## config.mk

```make
export PLATFORM = sky130hd
export DESIGN_NAME = rotation_codebook_byte_decrypt_unit_flat
export DESIGN_NICKNAME = d
export VERILOG_FILES = /design/src/hdl/rcbd_pkg.sv /design/src/hdl/rcbd_stream_if.sv /design/src/hdl/rcbd_lane.sv /design/src/hdl/rcbd_rebuild.sv /design/src/hdl/rcbd_lookup.sv /design/src/hdl/rotation_codebook_byte_decrypt_unit.sv /design/src/flat_wrapper.sv
export SDC_FILE = /design/constraint.sdc
export NUM_CORES = 2
export LEC_CHECK = 0
export BUFFER_PORTS_ARGS = -buffer_cell sky130_fd_sc_hd__buf_2
export CAP_MARGIN = 20
export CORE_MARGIN = 4
export CORE_UTILIZATION = 45
export DETAILED_ROUTE_END_ITERATION = 16
export MAX_ROUTING_LAYER = met4
export PLACE_DENSITY = 0.62
export SYNTH_ARGS = -nofsm -noshare
export SYNTH_HDL_FRONTEND = slang
export SYNTH_SLANG_ARGS = --single-unit
```

## constraint.sdc

```tcl
create_clock -name clk -period 9.7 [get_ports clk]
set_clock_uncertainty 0.1 [all_clocks]
set_input_delay 0.97 -clock clk [delete_from_list [all_inputs] [get_ports clk]]
set_output_delay 0.97 -clock clk [all_outputs]
set_load 0.01 [all_outputs]
```

## src/hdl/rcbd_pkg.sv

```systemverilog
// Shared types, constants and helper functions for the rotation codebook byte decrypt unit.
// No dependencies.
package rcbd_pkg;

	localparam int TOKEN_W       = 16;
	localparam int SYM_W         = 4;
	localparam int ROTS          = 16;
	localparam int REG_BOOKS     = 4;
	localparam int SALT_W        = 64;
	localparam int CFG_IDX_W     = 3;
	localparam int BOOK_COUNT_DEF = 4;

	// register indexes
	localparam logic [CFG_IDX_W-1:0] REG_SALT0 = 3'd0;
	localparam logic [CFG_IDX_W-1:0] REG_BASE0 = 3'd4;

	localparam logic [TOKEN_W-1:0] BASE_RESET [REG_BOOKS] =
		'{16'h0001, 16'h0003, 16'h0007, 16'h000F};

	typedef struct packed {
		logic [TOKEN_W-1:0] token_high;
		logic [TOKEN_W-1:0] token_low;
	} cipher_item_t;

	typedef struct packed {
		logic [7:0] plain_out;
		logic       decode_ok;
	} plain_item_t;

	typedef struct packed {
		logic [TOKEN_W-1:0] val;
		logic [3:0]         rot;
	} cand_t;

	// a has the lower rotation count, so it wins ties
	function automatic cand_t pick(cand_t a, cand_t b);
		return (b.val < a.val) ? b : a;
	endfunction

	function automatic int book_w(int n);
		return (n > 1) ? $clog2(n) : 1;
	endfunction

	// entry {d, r} holds r mod (d + 1), built by counting
	function automatic logic [255:0][3:0] build_mod_tbl();
		logic [255:0][3:0] tbl;
		logic [3:0]        m;
		tbl = '0;
		for (int d = 0; d < 16; d++) begin
			m = 4'd0;
			for (int r = 0; r < 16; r++) begin
				tbl[d*16 + r] = m;
				if (m == 4'(d)) begin
					m = 4'd0;
				end else begin
					m = m + 4'd1;
				end
			end
		end
		return tbl;
	endfunction

	localparam logic [255:0][3:0] MOD_TBL = build_mod_tbl();

endpackage

```

## src/hdl/rcbd_stream_if.sv

```systemverilog
// Valid/ready stream channel carrying one item of a given payload type.
// Payload types come from rcbd_pkg.
interface rcbd_stream_if #(
	parameter type payload_t = logic
) ();
	logic     valid;
	logic     ready;
	payload_t payload;

	modport source (output valid, output payload, input ready);
	modport sink (input valid, input payload, output ready);
endinterface

```

## src/hdl/rcbd_lane.sv

```systemverilog
// One token lane: rotation minimum over a registered compare tree, then base word match.
// Depends on rcbd_pkg.
module rcbd_lane #(
	parameter int  BOOK_COUNT = rcbd_pkg::BOOK_COUNT_DEF,
	localparam int ADDR_W     = rcbd_pkg::book_w(BOOK_COUNT) + 4
) (
	input  logic                         clk,
	input  logic                         en1,
	input  logic                         en2,
	input  logic                         en3,
	input  logic [rcbd_pkg::TOKEN_W-1:0] token,
	input  logic [rcbd_pkg::TOKEN_W-1:0] base [rcbd_pkg::REG_BOOKS],
	output logic                         hit,
	output logic [ADDR_W-1:0]            addr
);
	import rcbd_pkg::*;

	localparam int BOOK_W = book_w(BOOK_COUNT);

	logic [TOKEN_W-1:0] tok_s1;
	cand_t              cand [ROTS];
	cand_t              grp [4];
	cand_t              grp_s2 [4];
	cand_t              best;
	logic               hit_c;
	logic [BOOK_W-1:0]  book_c;
	logic               hit_s3;
	logic [ADDR_W-1:0]  addr_s3;

	always_ff @(posedge clk) begin
		if (en1) begin
			tok_s1 <= token;
		end
	end

	always_comb begin
		for (int i = 0; i < ROTS; i++) begin
			cand[i].val = (tok_s1 >> i) | (tok_s1 << (TOKEN_W - i));
			cand[i].rot = 4'(i);
		end
		for (int g = 0; g < 4; g++) begin
			grp[g] = pick(pick(cand[4*g], cand[4*g+1]), pick(cand[4*g+2], cand[4*g+3]));
		end
	end

	always_ff @(posedge clk) begin
		if (en2) begin
			grp_s2 <= grp;
		end
	end

	always_comb begin
		best   = pick(pick(grp_s2[0], grp_s2[1]), pick(grp_s2[2], grp_s2[3]));
		hit_c  = 1'b0;
		book_c = '0;
		// lowest matching book wins
		for (int b = BOOK_COUNT - 1; b >= 0; b--) begin
			if (base[b] == best.val) begin
				hit_c  = 1'b1;
				book_c = BOOK_W'(b);
			end
		end
	end

	always_ff @(posedge clk) begin
		if (en3) begin
			hit_s3  <= hit_c;
			addr_s3 <= {book_c, best.rot};
		end
	end

	assign hit  = hit_s3;
	assign addr = addr_s3;

endmodule

```

## src/hdl/rcbd_rebuild.sv

```systemverilog
// Inverse table builder: per-book Fisher-Yates shuffle, then one inverse entry written per cycle.
// Depends on rcbd_pkg.
module rcbd_rebuild #(
	parameter int  BOOK_COUNT = rcbd_pkg::BOOK_COUNT_DEF,
	localparam int ADDR_W     = rcbd_pkg::book_w(BOOK_COUNT) + 4
) (
	input  logic                        clk,
	input  logic                        arst_n,
	input  logic                        start,
	input  logic [rcbd_pkg::SALT_W-1:0] salt [rcbd_pkg::REG_BOOKS],
	output logic                        busy,
	output logic                        we,
	output logic [ADDR_W-1:0]           waddr,
	output logic [rcbd_pkg::SYM_W-1:0]  wdata
);
	import rcbd_pkg::*;

	localparam int DEPTH  = BOOK_COUNT * ROTS;
	localparam int BOOK_W = book_w(BOOK_COUNT);

	typedef enum logic [1:0] {S_LOAD, S_PERM, S_INV, S_IDLE} state_t;

	state_t            state_q;
	logic [ADDR_W-1:0] cnt_q;
	logic              we_q;
	logic [ADDR_W-1:0] waddr_q;
	logic [SYM_W-1:0]  wdata_q;
	logic [3:0]        perm_q [BOOK_COUNT][ROTS];
	logic [3:0]        jc;
	logic [3:0]        nib [BOOK_COUNT];
	logic [3:0]        k [BOOK_COUNT];
	logic [BOOK_W-1:0] bsel;

	assign jc   = cnt_q[3:0];
	assign bsel = cnt_q[ADDR_W-1:4];

	always_comb begin
		for (int b = 0; b < BOOK_COUNT; b++) begin
			nib[b] = salt[b][(4'd15 - jc) * 4 +: 4];
			k[b]   = MOD_TBL[{jc, nib[b]}];
		end
	end

	always_ff @(posedge clk or negedge arst_n) begin
		if (!arst_n) begin
			state_q <= S_LOAD;
			cnt_q   <= '0;
			we_q    <= 1'b0;
			waddr_q <= '0;
			wdata_q <= '0;
		end else if (start) begin
			state_q <= S_LOAD;
			we_q    <= 1'b0;
		end else begin
			we_q <= 1'b0;
			case (state_q)
				S_LOAD: begin
					cnt_q   <= '0;
					state_q <= S_PERM;
				end
				S_PERM: begin
					if (jc == 4'd15) begin
						cnt_q   <= '0;
						state_q <= S_INV;
					end else begin
						cnt_q <= cnt_q + 1'b1;
					end
				end
				S_INV: begin
					we_q    <= 1'b1;
					waddr_q <= {bsel, perm_q[bsel][jc]};
					wdata_q <= jc;
					cnt_q   <= cnt_q + 1'b1;
					if (cnt_q == ADDR_W'(DEPTH - 1)) begin
						state_q <= S_IDLE;
					end
				end
				S_IDLE: begin
					cnt_q <= '0;
				end
				default: begin
					state_q <= S_LOAD;
				end
			endcase
		end
	end

	always_ff @(posedge clk) begin
		for (int b = 0; b < BOOK_COUNT; b++) begin
			if (state_q == S_LOAD) begin
				for (int j = 0; j < ROTS; j++) begin
					perm_q[b][j] <= 4'(j);
				end
			end else if (state_q == S_PERM) begin
				perm_q[b][jc]   <= perm_q[b][k[b]];
				perm_q[b][k[b]] <= perm_q[b][jc];
			end
		end
	end

	assign busy  = (state_q != S_IDLE) || we_q;
	assign we    = we_q;
	assign waddr = waddr_q;
	assign wdata = wdata_q;

endmodule

```

## src/hdl/rcbd_lookup.sv

```systemverilog
// Inverse codebook memory: one write port, two registered read ports (one per lane).
// Depends on rcbd_pkg.
module rcbd_lookup #(
	parameter int  BOOK_COUNT = rcbd_pkg::BOOK_COUNT_DEF,
	localparam int ADDR_W     = rcbd_pkg::book_w(BOOK_COUNT) + 4
) (
	input  logic                       clk,
	input  logic                       en,
	input  logic                       we,
	input  logic [ADDR_W-1:0]          waddr,
	input  logic [rcbd_pkg::SYM_W-1:0] wdata,
	input  logic [ADDR_W-1:0]          raddr [2],
	output logic [rcbd_pkg::SYM_W-1:0] rdata [2]
);
	import rcbd_pkg::*;

	localparam int DEPTH = BOOK_COUNT * ROTS;

	logic [SYM_W-1:0] mem [DEPTH];
	logic [SYM_W-1:0] rd_s4 [2];

	always_ff @(posedge clk) begin
		if (we) begin
			mem[waddr] <= wdata;
		end
	end

	always_ff @(posedge clk) begin
		if (en) begin
			rd_s4[0] <= mem[raddr[0]];
			rd_s4[1] <= mem[raddr[1]];
		end
	end

	assign rdata = rd_s4;

endmodule

```

## src/hdl/rotation_codebook_byte_decrypt_unit.sv

```systemverilog
// Rotation codebook byte decrypt unit: two token lanes, shared inverse table, merge register.
// Throughput one item per cycle while plain is ready and no table rebuild runs, set by the three
// lane stages, the table read and the output register, each of which advances whenever its
// successor frees up.
// Reset clears control and loads zero salts and base words 1, 3, 7, 15; after reset and after
// each salt write the table rebuild blocks input until the inverse table is rewritten.
module rotation_codebook_byte_decrypt_unit #(
	parameter int BOOK_COUNT = rcbd_pkg::BOOK_COUNT_DEF
) (
	input  logic                           clk,
	input  logic                           arst_n,
	rcbd_stream_if.sink                    cipher,
	rcbd_stream_if.source                  plain,
	input  logic                           write_en,
	input  logic [rcbd_pkg::CFG_IDX_W-1:0] reg_index,
	input  logic [rcbd_pkg::SALT_W-1:0]    write_data
);
	import rcbd_pkg::*;

	localparam int ADDR_W = book_w(BOOK_COUNT) + 4;

	logic [SALT_W-1:0]  salt_q [REG_BOOKS];
	logic [TOKEN_W-1:0] base_q [REG_BOOKS];
	logic               start;
	logic               busy;
	logic               tbl_we;
	logic [ADDR_W-1:0]  tbl_waddr;
	logic [SYM_W-1:0]   tbl_wdata;
	logic               en1, en2, en3, en4, en5;
	logic               vld_s1, vld_s2, vld_s3, vld_s4;
	logic               out_vld_q;
	logic               hit [2];
	logic [ADDR_W-1:0]  addr [2];
	logic [SYM_W-1:0]   sym [2];
	logic               hit_s4;
	logic [7:0]         plain_q;
	logic               ok_q;

	assign start = write_en && (reg_index < REG_BASE0);

	always_ff @(posedge clk or negedge arst_n) begin
		if (!arst_n) begin
			for (int b = 0; b < REG_BOOKS; b++) begin
				salt_q[b] <= '0;
				base_q[b] <= BASE_RESET[b];
			end
		end else if (write_en) begin
			if (reg_index < REG_BASE0) begin
				salt_q[2'(reg_index - REG_SALT0)] <= write_data;
			end else begin
				base_q[2'(reg_index - REG_BASE0)] <= write_data[TOKEN_W-1:0];
			end
		end
	end

	assign en5 = !out_vld_q || plain.ready;
	assign en4 = !vld_s4 || en5;
	assign en3 = !vld_s3 || en4;
	assign en2 = !vld_s2 || en3;
	assign en1 = !vld_s1 || en2;

	assign cipher.ready = en1 && !busy;

	always_ff @(posedge clk or negedge arst_n) begin
		if (!arst_n) begin
			vld_s1    <= 1'b0;
			vld_s2    <= 1'b0;
			vld_s3    <= 1'b0;
			vld_s4    <= 1'b0;
			out_vld_q <= 1'b0;
		end else begin
			if (en1) vld_s1 <= cipher.valid && !busy;
			if (en2) vld_s2 <= vld_s1;
			if (en3) vld_s3 <= vld_s2;
			if (en4) vld_s4 <= vld_s3;
			if (en5) out_vld_q <= vld_s4;
		end
	end

	rcbd_rebuild #(.BOOK_COUNT(BOOK_COUNT)) u_rebuild (
		.clk    (clk),
		.arst_n (arst_n),
		.start  (start),
		.salt   (salt_q),
		.busy   (busy),
		.we     (tbl_we),
		.waddr  (tbl_waddr),
		.wdata  (tbl_wdata)
	);

	rcbd_lane #(.BOOK_COUNT(BOOK_COUNT)) u_lane_high (
		.clk   (clk),
		.en1   (en1),
		.en2   (en2),
		.en3   (en3),
		.token (cipher.payload.token_high),
		.base  (base_q),
		.hit   (hit[0]),
		.addr  (addr[0])
	);

	rcbd_lane #(.BOOK_COUNT(BOOK_COUNT)) u_lane_low (
		.clk   (clk),
		.en1   (en1),
		.en2   (en2),
		.en3   (en3),
		.token (cipher.payload.token_low),
		.base  (base_q),
		.hit   (hit[1]),
		.addr  (addr[1])
	);

	rcbd_lookup #(.BOOK_COUNT(BOOK_COUNT)) u_lookup (
		.clk   (clk),
		.en    (en4),
		.we    (tbl_we),
		.waddr (tbl_waddr),
		.wdata (tbl_wdata),
		.raddr (addr),
		.rdata (sym)
	);

	always_ff @(posedge clk) begin
		if (en4) begin
			hit_s4 <= hit[0] && hit[1];
		end
	end

	always_ff @(posedge clk) begin
		if (en5) begin
			plain_q <= hit_s4 ? {sym[0], sym[1]} : 8'h00;
			ok_q    <= hit_s4;
		end
	end

	assign plain.valid             = out_vld_q;
	assign plain.payload.plain_out = plain_q;
	assign plain.payload.decode_ok = ok_q;

endmodule

```

## src/flat_wrapper.sv

```systemverilog
// flat-port wrapper written by rule: the top's interface ports become plain ports
module rotation_codebook_byte_decrypt_unit_flat import rcbd_pkg::*;
#(
	parameter int BOOK_COUNT = rcbd_pkg::BOOK_COUNT_DEF
)
  (clk, arst_n, write_en, reg_index, write_data, cipher_valid, cipher_payload, cipher_ready, plain_valid, plain_payload, plain_ready);
  rcbd_stream_if #(.payload_t(cipher_item_t)) cipher_i ();
  rcbd_stream_if #(.payload_t(plain_item_t)) plain_i ();
  input  logic clk;
  input  logic arst_n;
  input  logic write_en;
  input  logic [rcbd_pkg::CFG_IDX_W-1:0] reg_index;
  input  logic [rcbd_pkg::SALT_W-1:0] write_data;
  input wire logic [$bits(cipher_i.valid)-1:0] cipher_valid;
  input wire logic [$bits(cipher_i.payload)-1:0] cipher_payload;
  output wire logic [$bits(cipher_i.ready)-1:0] cipher_ready;
  output wire logic [$bits(plain_i.valid)-1:0] plain_valid;
  output wire logic [$bits(plain_i.payload)-1:0] plain_payload;
  input wire logic [$bits(plain_i.ready)-1:0] plain_ready;
  assign cipher_i.valid = cipher_valid;
  assign cipher_i.payload = cipher_payload;
  assign cipher_ready = cipher_i.ready;
  assign plain_valid = plain_i.valid;
  assign plain_payload = plain_i.payload;
  assign plain_i.ready = plain_ready;
  rotation_codebook_byte_decrypt_unit #(.BOOK_COUNT(BOOK_COUNT)) u_core (.clk(clk), .arst_n(arst_n), .cipher(cipher_i), .plain(plain_i), .write_en(write_en), .reg_index(reg_index), .write_data(write_data));
endmodule
```

======== Yosys cells after proc, flatten, opt, wreduce, memory -nomap -nowiden ========
Memory sizes are Yosys's and may differ from the RTL's. A register that Yosys moved wholly into a read port is not among the register bits.
Index checks and enable logic that the tools add are counted.
word-level totals
  flip-flop bits (word level) ............. 560
  latch bits .............................. 0
  RAM bits ................................ 512
  ROM bits ................................ 4,096
  input port bits ......................... 104
  word-level logic and storage cells ...... 1,326
  memories kept ........................... 6
memories
  memory                   words  bits a word  read ports  clocked after memory_dff  wr ports  line                source
  (no name shown)          256    4            1           0                         0         rcbd_rebuild.sv:40  k[b] = MOD_TBL[{jc, nib[b]}];
  (no name shown)          256    4            1           0                         0         rcbd_rebuild.sv:40
  (no name shown)          256    4            1           0                         0         rcbd_rebuild.sv:40
  (no name shown)          256    4            1           0                         0         rcbd_rebuild.sv:40
  u_core.u_lookup.mem      64     4            2           2                         1         rcbd_lookup.sv:19   logic [SYM_W-1:0] mem [DEPTH];
  u_core.u_rebuild.perm_q  4      64           5           0                         4         rcbd_rebuild.sv:28  logic [3:0] perm_q [BOOK_COUNT][ROTS];
cells by class
  add/sub/neg operators ................... 3
  multiply operators ...................... 0
  divide/modulo/power cells ............... 0
  $lt $le $gt $ge ......................... 49
  eq/ne operators ......................... 16
  shifts and indexed selects .............. 4
  multiplexer cells ....................... 616
  bitwise logic cells ..................... 551
  reductions and logical operators ........ 34
operators with widths
  kind                                                                  count
  20-bit 2-to-1 mux                                                     30
  1-bit 2-to-1 mux                                                      524
  1-bit bitwise OR                                                      512
  16-bit < comparator                                                   30
  64-bit 2-to-1 mux                                                     6
  256-bit bitwise mux                                                   1
  64-bit by 33-bit indexed part select with 4-bit output                4
  4-bit binary-select mux with 4-bit select                             9
  64-bit demux with 2-bit select                                        1
  16-bit == test                                                        8
  4-bit 2-to-1 mux                                                      27
  4-bit demux with 4-bit select                                         5
  64-bit bitwise mux                                                    1
  8-bit by 9-bit < comparator with 1-bit output, second input constant  4
  16-bit demux with 2-bit select                                        1
  1-bit by 16-bit bitwise OR with 16-bit output                         2
  10-bit by 16-bit bitwise OR with 16-bit output                        2
  11-bit by 16-bit bitwise OR with 16-bit output                        2
  12-bit by 16-bit bitwise OR with 16-bit output                        2
  13-bit by 16-bit bitwise OR with 16-bit output                        2
  14-bit by 16-bit bitwise OR with 16-bit output                        2
  15-bit by 16-bit bitwise OR with 16-bit output                        2
  2-bit by 16-bit bitwise OR with 16-bit output                         2
  3-bit by 16-bit bitwise OR with 16-bit output                         2
  37 further kinds                                                      92

======== Depth between registers and ports, before layout ========
  word-level depth ........................ 11
  gate-level depth with buffers ........... 28

======== By module ========
From an unflattened synthesis, not the netlist that was laid out.
second synthesis, totals
  cell total of the unflattened synthesis .. 6,057
  area total of the unflattened synthesis .. 71,376.0 µm²
by module, submodules not included
  module                               times used  cells each  area an instance (µm²)  sequential area each (µm²)
  rcbd_rebuild                         1           2,420       25,201.7                8,162.8
  rotation_codebook_byte_decrypt_unit  1           726         13,538.0                8,445.6
  rcbd_lookup                          1           657         12,665.9                7,927.6
  rcbd_lane (u_core.u_lane_high)       1           1,126       10,033.4                2,852.7
  rcbd_lane (u_core.u_lane_low)        1           1,128       9,937.0                 2,852.7

======== Least setup slack after synthesis ========
Ideal clock, no wire load.
  kind .................................... input port to output port
  start point ............................. in plain_ready
  end point ............................... out cipher_ready
  arrival time ............................ 7,239 ps
  data required time ...................... 8,630 ps
  slack ................................... 1,391 ps
  stages .................................. 5
  buffers on the path ..................... 0
  cell sequence ........................... nor2b_1 > nand4_1 > inv_1 > nand2_1 > and3_1
on the way
  longest elaborated chain between the ends .. 6
RTL lines
  what               line                                       source
  from (decl)        flat_wrapper.sv:19                         input wire logic [$bits(plain_i.ready)-1:0] plain_ready;
  1-bit logical OR   rotation_codebook_byte_decrypt_unit.sv:56  assign en5 = !out_vld_q || plain.ready;
  1-bit logical OR   rotation_codebook_byte_decrypt_unit.sv:57  assign en4 = !vld_s4 || en5;
  1-bit logical OR   rotation_codebook_byte_decrypt_unit.sv:58  assign en3 = !vld_s3 || en4;
  1-bit logical OR   rotation_codebook_byte_decrypt_unit.sv:59  assign en2 = !vld_s2 || en3;
  via u_core.en2     rotation_codebook_byte_decrypt_unit.sv:29  logic en1, en2, en3, en4, en5;
  1-bit logical OR   rotation_codebook_byte_decrypt_unit.sv:60  assign en1 = !vld_s1 || en2;
  via u_core.en1     rotation_codebook_byte_decrypt_unit.sv:29
  1-bit logical AND  rotation_codebook_byte_decrypt_unit.sv:62  assign cipher.ready = en1 && !busy;
  to (decl)          flat_wrapper.sv:16                         output wire logic [$bits(cipher_i.ready)-1:0] cipher_ready;
The timed path passes the listed nets, and every way through them passes these cells.

======== Worst setup path after layout ========
  start point ............................. reg u_core.u_lane_high.grp_s2[6] in the netlist's numbering
  end point ............................... reg u_core.u_lane_high.addr_s3[5] (netlist: u_core.u_lane_high.addr[5]) (data pin)
on the way
  longest elaborated chain between the ends .. 7
  elaborated cells between the ends (all ways) .. 11
RTL lines
  what                            line             source
  from (decl)                     rcbd_lane.sv:23  cand_t grp_s2 [4];
  from (signal assigned)          rcbd_lane.sv:48  grp_s2 <= grp;
  16-bit < comparator             rcbd_pkg.sv:37   return (b.val < a.val) ? b : a;
  20-bit 2-to-1 mux *             rcbd_pkg.sv:37
  16-bit < comparator             rcbd_pkg.sv:37
  20-bit 2-to-1 mux *             rcbd_pkg.sv:37
  16-bit == test                  rcbd_lane.sv:58  if (base[b] == best.val) begin
  2-bit 2-to-1 mux (2 in series)  rcbd_lane.sv:58
  to (signal assigned)            rcbd_lane.sv:68  addr_s3 <= {book_c, best.rot};
  to (decl)                       rcbd_lane.sv:28  logic [ADDR_W-1:0] addr_s3;
Mark *: on every way between the ends. The rest lies on a longest branch, timed or not.
A chain may end at the register's enable or synchronous reset.

==> impl_results.rst <==
.. list-table::
   :header-rows: 1

   * - Metric
     - Value
   * - Number of warning messages in the yosys log
     - 0
   * - Critical path startpoint category
     - register
   * - Vias post-DR
     - 56500
   * - Share of the clock period used by the worst path
     - 0.748
   * - Cell Pwr Density
     - 336 mW/mm^2
   * - Worst Path Required
     - 10.06 ns
   * - Maximum buffer depth of the clock tree
     - 3
   * - Count of flip-flops with a built-in enable after synthesis
     - 720
   * - Launch point of the worst reg-to-reg path
     - u_core.u_lane_high.grp_s2[6]
   * - Arithmetic-cell share of the synthesized area counting full adders, half adders and majority gates
     - 0.0545
   * - Layout overhead on the synthesized area
     - 9.11%
   * - Worst supply voltage drop on vdd
     - 0.230 mV
   * - HPWL reported at the end of detailed placement
     - 180000 um
   * - Fill cell count
     - 14000
   * - Multiplexer area fraction after synthesis
     - 0.230
   * - Share of final-layout standard cells stronger than drive strength 1
     - 0.212
   * - Outcome
     - completed
   * - Post-detailed-route count of antenna-violating nets
     - 0
   * - Most frequent cells in the layout
     - 720 x sky130_fd_sc_hd__edfxtp_1, 483 x sky130_fd_sc_hd__nor2_1, 461 x sky130_fd_sc_hd__a21oi_1, 454 x sky130_fd_sc_hd__nand2_1, 395 x sky130_fd_sc_hd__mux2_2
   * - Critical path capture point type
     - register
   * - Reported max-cap violation count
     - 0
   * - Final-stage net count
     - 6691
   * - Met2 wirelength from detailed routing
     - 108000 um
   * - Dominant synthesized flop cell
     - sky130_fd_sc_hd__edfxtp_1
   * - Hold WS
     - 0.237 ns
   * - Avg Synthesized Cell Area
     - 11.3 um^2
   * - Setup slack of the most critical reg-to-reg path
     - 2.44 ns
   * - Worst setup path category
     - reg -> reg
   * - Distinct cell type count after synthesis
     - 114
   * - Syn Inst Count
     - 6358
   * - Placer's final routability congestion estimate
     - 1.03
   * - Fin crit period
     - 7.26 ns
   * - Amount of wire on met3 after detailed routing
     - 27500 um
   * - RR Endpoint
     - u_core.u_lane_high.addr[5]
   * - Worst-path fanout max
     - 23
   * - Cell area after technology mapping
     - 0.0716 mm^2
   * - Top cells by area in the synthesized netlist
     - sky130_fd_sc_hd__edfxtp_1 30%, sky130_fd_sc_hd__mux4_2 12%, sky130_fd_sc_hd__dfrtp_1 12%
   * - Leading cell type in the layout, fill and taps excluded
     - sky130_fd_sc_hd__edfxtp_1
   * - IO Port Bufs
     - 114
   * - Post-synthesis share of cell area spent on and, or, nand and nor gates
     - 0.104
   * - Rel. slew slack
     - 0.235
   * - Initial antenna violation count
     - 14
   * - Highest Signal Layer
     - met4
   * - Number of flip-flops and latches in the synthesized netlist
     - 1064
   * - Setup repair after global routing missed its margin
     - false
   * - Final count of hold timing violations
     - 0
   * - Die width
     - 407 um
   * - Pin count of the biggest net entering global routing
     - 143
   * - Synth Area in XOR/XNOR
     - 0.0114
   * - Dominant combinational cell family by area after synthesis
     - multiplexers
   * - Reported leakage power
     - 28.6 nW
   * - H-tree lvl count
     - 3
   * - Via-to-Cell Ratio
     - 6.67
   * - Hold-fix buffer count after cts
     - 0
   * - R2R cell count
     - 20
   * - Final setup viols
     - 0
   * - Sequential area share after synthesis
     - 0.422
   * - Clock insertion delay at the later pin of the skew report
     - 0.78 ns
   * - Average wire per cell in the routed design
     - 29.0 um
   * - Vias in the first global route
     - 53900
   * - Total Negative Setup Slacks
     - 0 ns
   * - Cell Rows
     - 146
   * - Post-CTS Setup Inserts
     - 0
   * - Synthesized-area fraction occupied by ao, oa, aoi and oai cells
     - 0.137
   * - # IOs
     - 115
   * - Die span in y
     - 407 um
   * - Initial Utilization
     - 0.452
   * - Clock transition time at the flip-flop clock pins of the worst setup and hold paths
     - 0.06 ns
   * - Total grt overflow
     - 0
   * - Global-route wire length before repair
     - 361000 um
   * - Path type of the worst min-delay path
     - in -> async
   * - Total routed wire length on the met1 layer
     - 96200 um
   * - TritonCTS clock tree
     - done
   * - Buffer type at the clock tree root
     - sky130_fd_sc_hd__clkbuf_16
   * - Net count of the mapped netlist
     - 6774
   * - Number of search-and-repair iterations in the first detailed-routing pass
     - 11
   * - Total Routed Length
     - 246000 um
   * - Post-synthesis async set-or-reset flop share
     - 0.323
   * - Combined global-route utilization of all metal layers
     - 0.300
   * - Post-layout utilization of the core
     - 0.494
   * - Slew at the pin closest to its max-slew limit
     - 1.14 ns
   * - Max Clk Rate
     - 138 MHz
   * - Floorplan core area
     - 0.158 mm^2
   * - Area enclosed by the die boundary
     - 0.166 mm^2
   * - TritonCTS Sinks
     - 1064
   * - Clock buffer count from CTS
     - 117
   * - Number of slew-limit violations in the final report
     - 0
   * - Residual DRC
     - 0
   * - Top cell type by total area after synthesis
     - sky130_fd_sc_hd__edfxtp_1
   * - Cells resized by post-CTS repair
     - 0
   * - Count of routing violations after the opening detailed-route iteration
     - 7093
   * - Endpoint arrival time on the critical path
     - 7.62 ns
   * - Area share of the largest cell type after synthesis
     - 0.302
## how the worst max path moves through the flow
stage	start	to	slack (ns)
2_1_floorplan	plain_ready	cipher_ready	1.39
3_3_place_gp	u_core.u_lane_low.grp_s2[49]	u_core.u_lane_low.addr[4]	2.65
3_5_place_dp	u_core.u_lane_high.grp_s2[6]	u_core.u_lane_high.addr[5]	2.63
4_1_cts	u_core.u_lane_high.grp_s2[6]	u_core.u_lane_high.addr[5]	2.55
5_1_grt	u_core.u_lane_low.grp_s2[69]	u_core.u_lane_low.addr[4]	1.84
6_report	u_core.u_lane_high.grp_s2[6]	u_core.u_lane_high.addr[5]	2.44
## critical path: stages (launching register included)
cell and delay, ns:
sky130_fd_sc_hd__edfxtp_1 0.39, sky130_fd_sc_hd__ha_1 0.32, sky130_fd_sc_hd__a211oi_1 0.20, sky130_fd_sc_hd__o21ai_0 0.10
sky130_fd_sc_hd__a2111oi_0 0.69, sky130_fd_sc_hd__o21ai_0 0.23, sky130_fd_sc_hd__a21oi_1 0.19, sky130_fd_sc_hd__buf_4 0.29
sky130_fd_sc_hd__mux2_2 0.38, sky130_fd_sc_hd__ha_1 0.31, sky130_fd_sc_hd__a21oi_1 0.07, sky130_fd_sc_hd__o21a_1 0.21
sky130_fd_sc_hd__a2111oi_0 0.53, sky130_fd_sc_hd__a211o_1 0.50, sky130_fd_sc_hd__o31a_1 0.83, sky130_fd_sc_hd__mux2i_1 0.58
sky130_fd_sc_hd__xnor2_1 0.18, sky130_fd_sc_hd__nand4_1 0.10, sky130_fd_sc_hd__nor4_1 0.41, sky130_fd_sc_hd__a31oi_1 0.16
sky130_fd_sc_hd__nor2b_1 0.15
## stage by stage
stage	worst slack, ns	area (um^2)	std cells	total power [mW]
2_1_floorplan	1.39	71600	6358	16.8
3_3_place_gp	2.65	73900	8206	21.2
3_5_place_dp	2.63	74000	8213	21.4
4_1_cts	2.55	77900	8428	25.9
5_1_grt	1.84	78100	8459	27.5
6_report	2.44	78200	8466	26.3
## area by class of cell
type / instances / area [um^2] / share of cell area
multi-input cells: 4597 / 38700 / 0.495
flip-flops and latches: 1064 / 30300 / 0.387
clock buffers: 154 / 3210 / 0.0411
well taps: 2072 / 2590 / 0.0332
repair buffers: 249 / 1800 / 0.0230
inverters: 246 / 923 / 0.0118
clock inverters: 61 / 642 / 0.00821
diodes: 23 / 57.6 / 0.000736
## cell families after synthesis
kind of cell    Yosys count
mux                    1110
compound gates         1506
simple gates           1576
flops                  1064
fa+ha+maj               312
buf+inv                 697
xor+xnor                 93
## report_power, final
group          leakage (nW)  internal, mW  switching, mW
clock                  1.88          2.55           1.95
combinational          15.8          5.55           9.06
sequential             10.9          6.09           1.08
## state kept, by name, indices dropped and copies added (netlist names), 8 cells and up
register	flops
u_core.u_lane_high.tok_s1	16
u_core.salt_q	256
u_core.u_lane_low.grp_s2	72
u_core.u_rebuild.perm_q	256
u_core.u_lookup.rdata	8
u_core.u_lane_low.tok_s1	16
u_core.base_q	64
u_core.plain_q	8
u_core.u_lane_high.grp_s2	72
u_core.u_lookup.mem	256
## synth_stat cells, types with 47 or more instances
cell type	n
sky130_fd_sc_hd__a22oi_1	49
sky130_fd_sc_hd__nand4_1	66
sky130_fd_sc_hd__buf_1	47
sky130_fd_sc_hd__and2_1	52
sky130_fd_sc_hd__mux4_2	384
sky130_fd_sc_hd__buf_2	70
sky130_fd_sc_hd__ha_1	312
sky130_fd_sc_hd__xnor2_1	72
sky130_fd_sc_hd__o21ai_0	236
sky130_fd_sc_hd__o21a_1	69
sky130_fd_sc_hd__nor3_1	87
sky130_fd_sc_hd__a31oi_1	78
sky130_fd_sc_hd__nor2b_1	48
sky130_fd_sc_hd__o211ai_1	59
sky130_fd_sc_hd__mux2_2	395
sky130_fd_sc_hd__dfrtp_1	334
sky130_fd_sc_hd__a21oi_1	467
sky130_fd_sc_hd__mux2i_1	324
sky130_fd_sc_hd__inv_1	207
sky130_fd_sc_hd__edfxtp_1	720
sky130_fd_sc_hd__nand2b_1	62
sky130_fd_sc_hd__nand2_1	455
sky130_fd_sc_hd__clkbuf_1	291
sky130_fd_sc_hd__nand3_1	113
sky130_fd_sc_hd__nor2_1	491
sky130_fd_sc_hd__o22ai_1	123
## metal layers
metal / vias to the layer above / track usage
met3: 726 / 0.0710
met4: 0 / 0.146
met5: - / -
met1: 27800 / 0.394
met2: 3503 / 0.439
li1: 24400 / -
No activity file was read; power rests on OpenSTA's default activity.
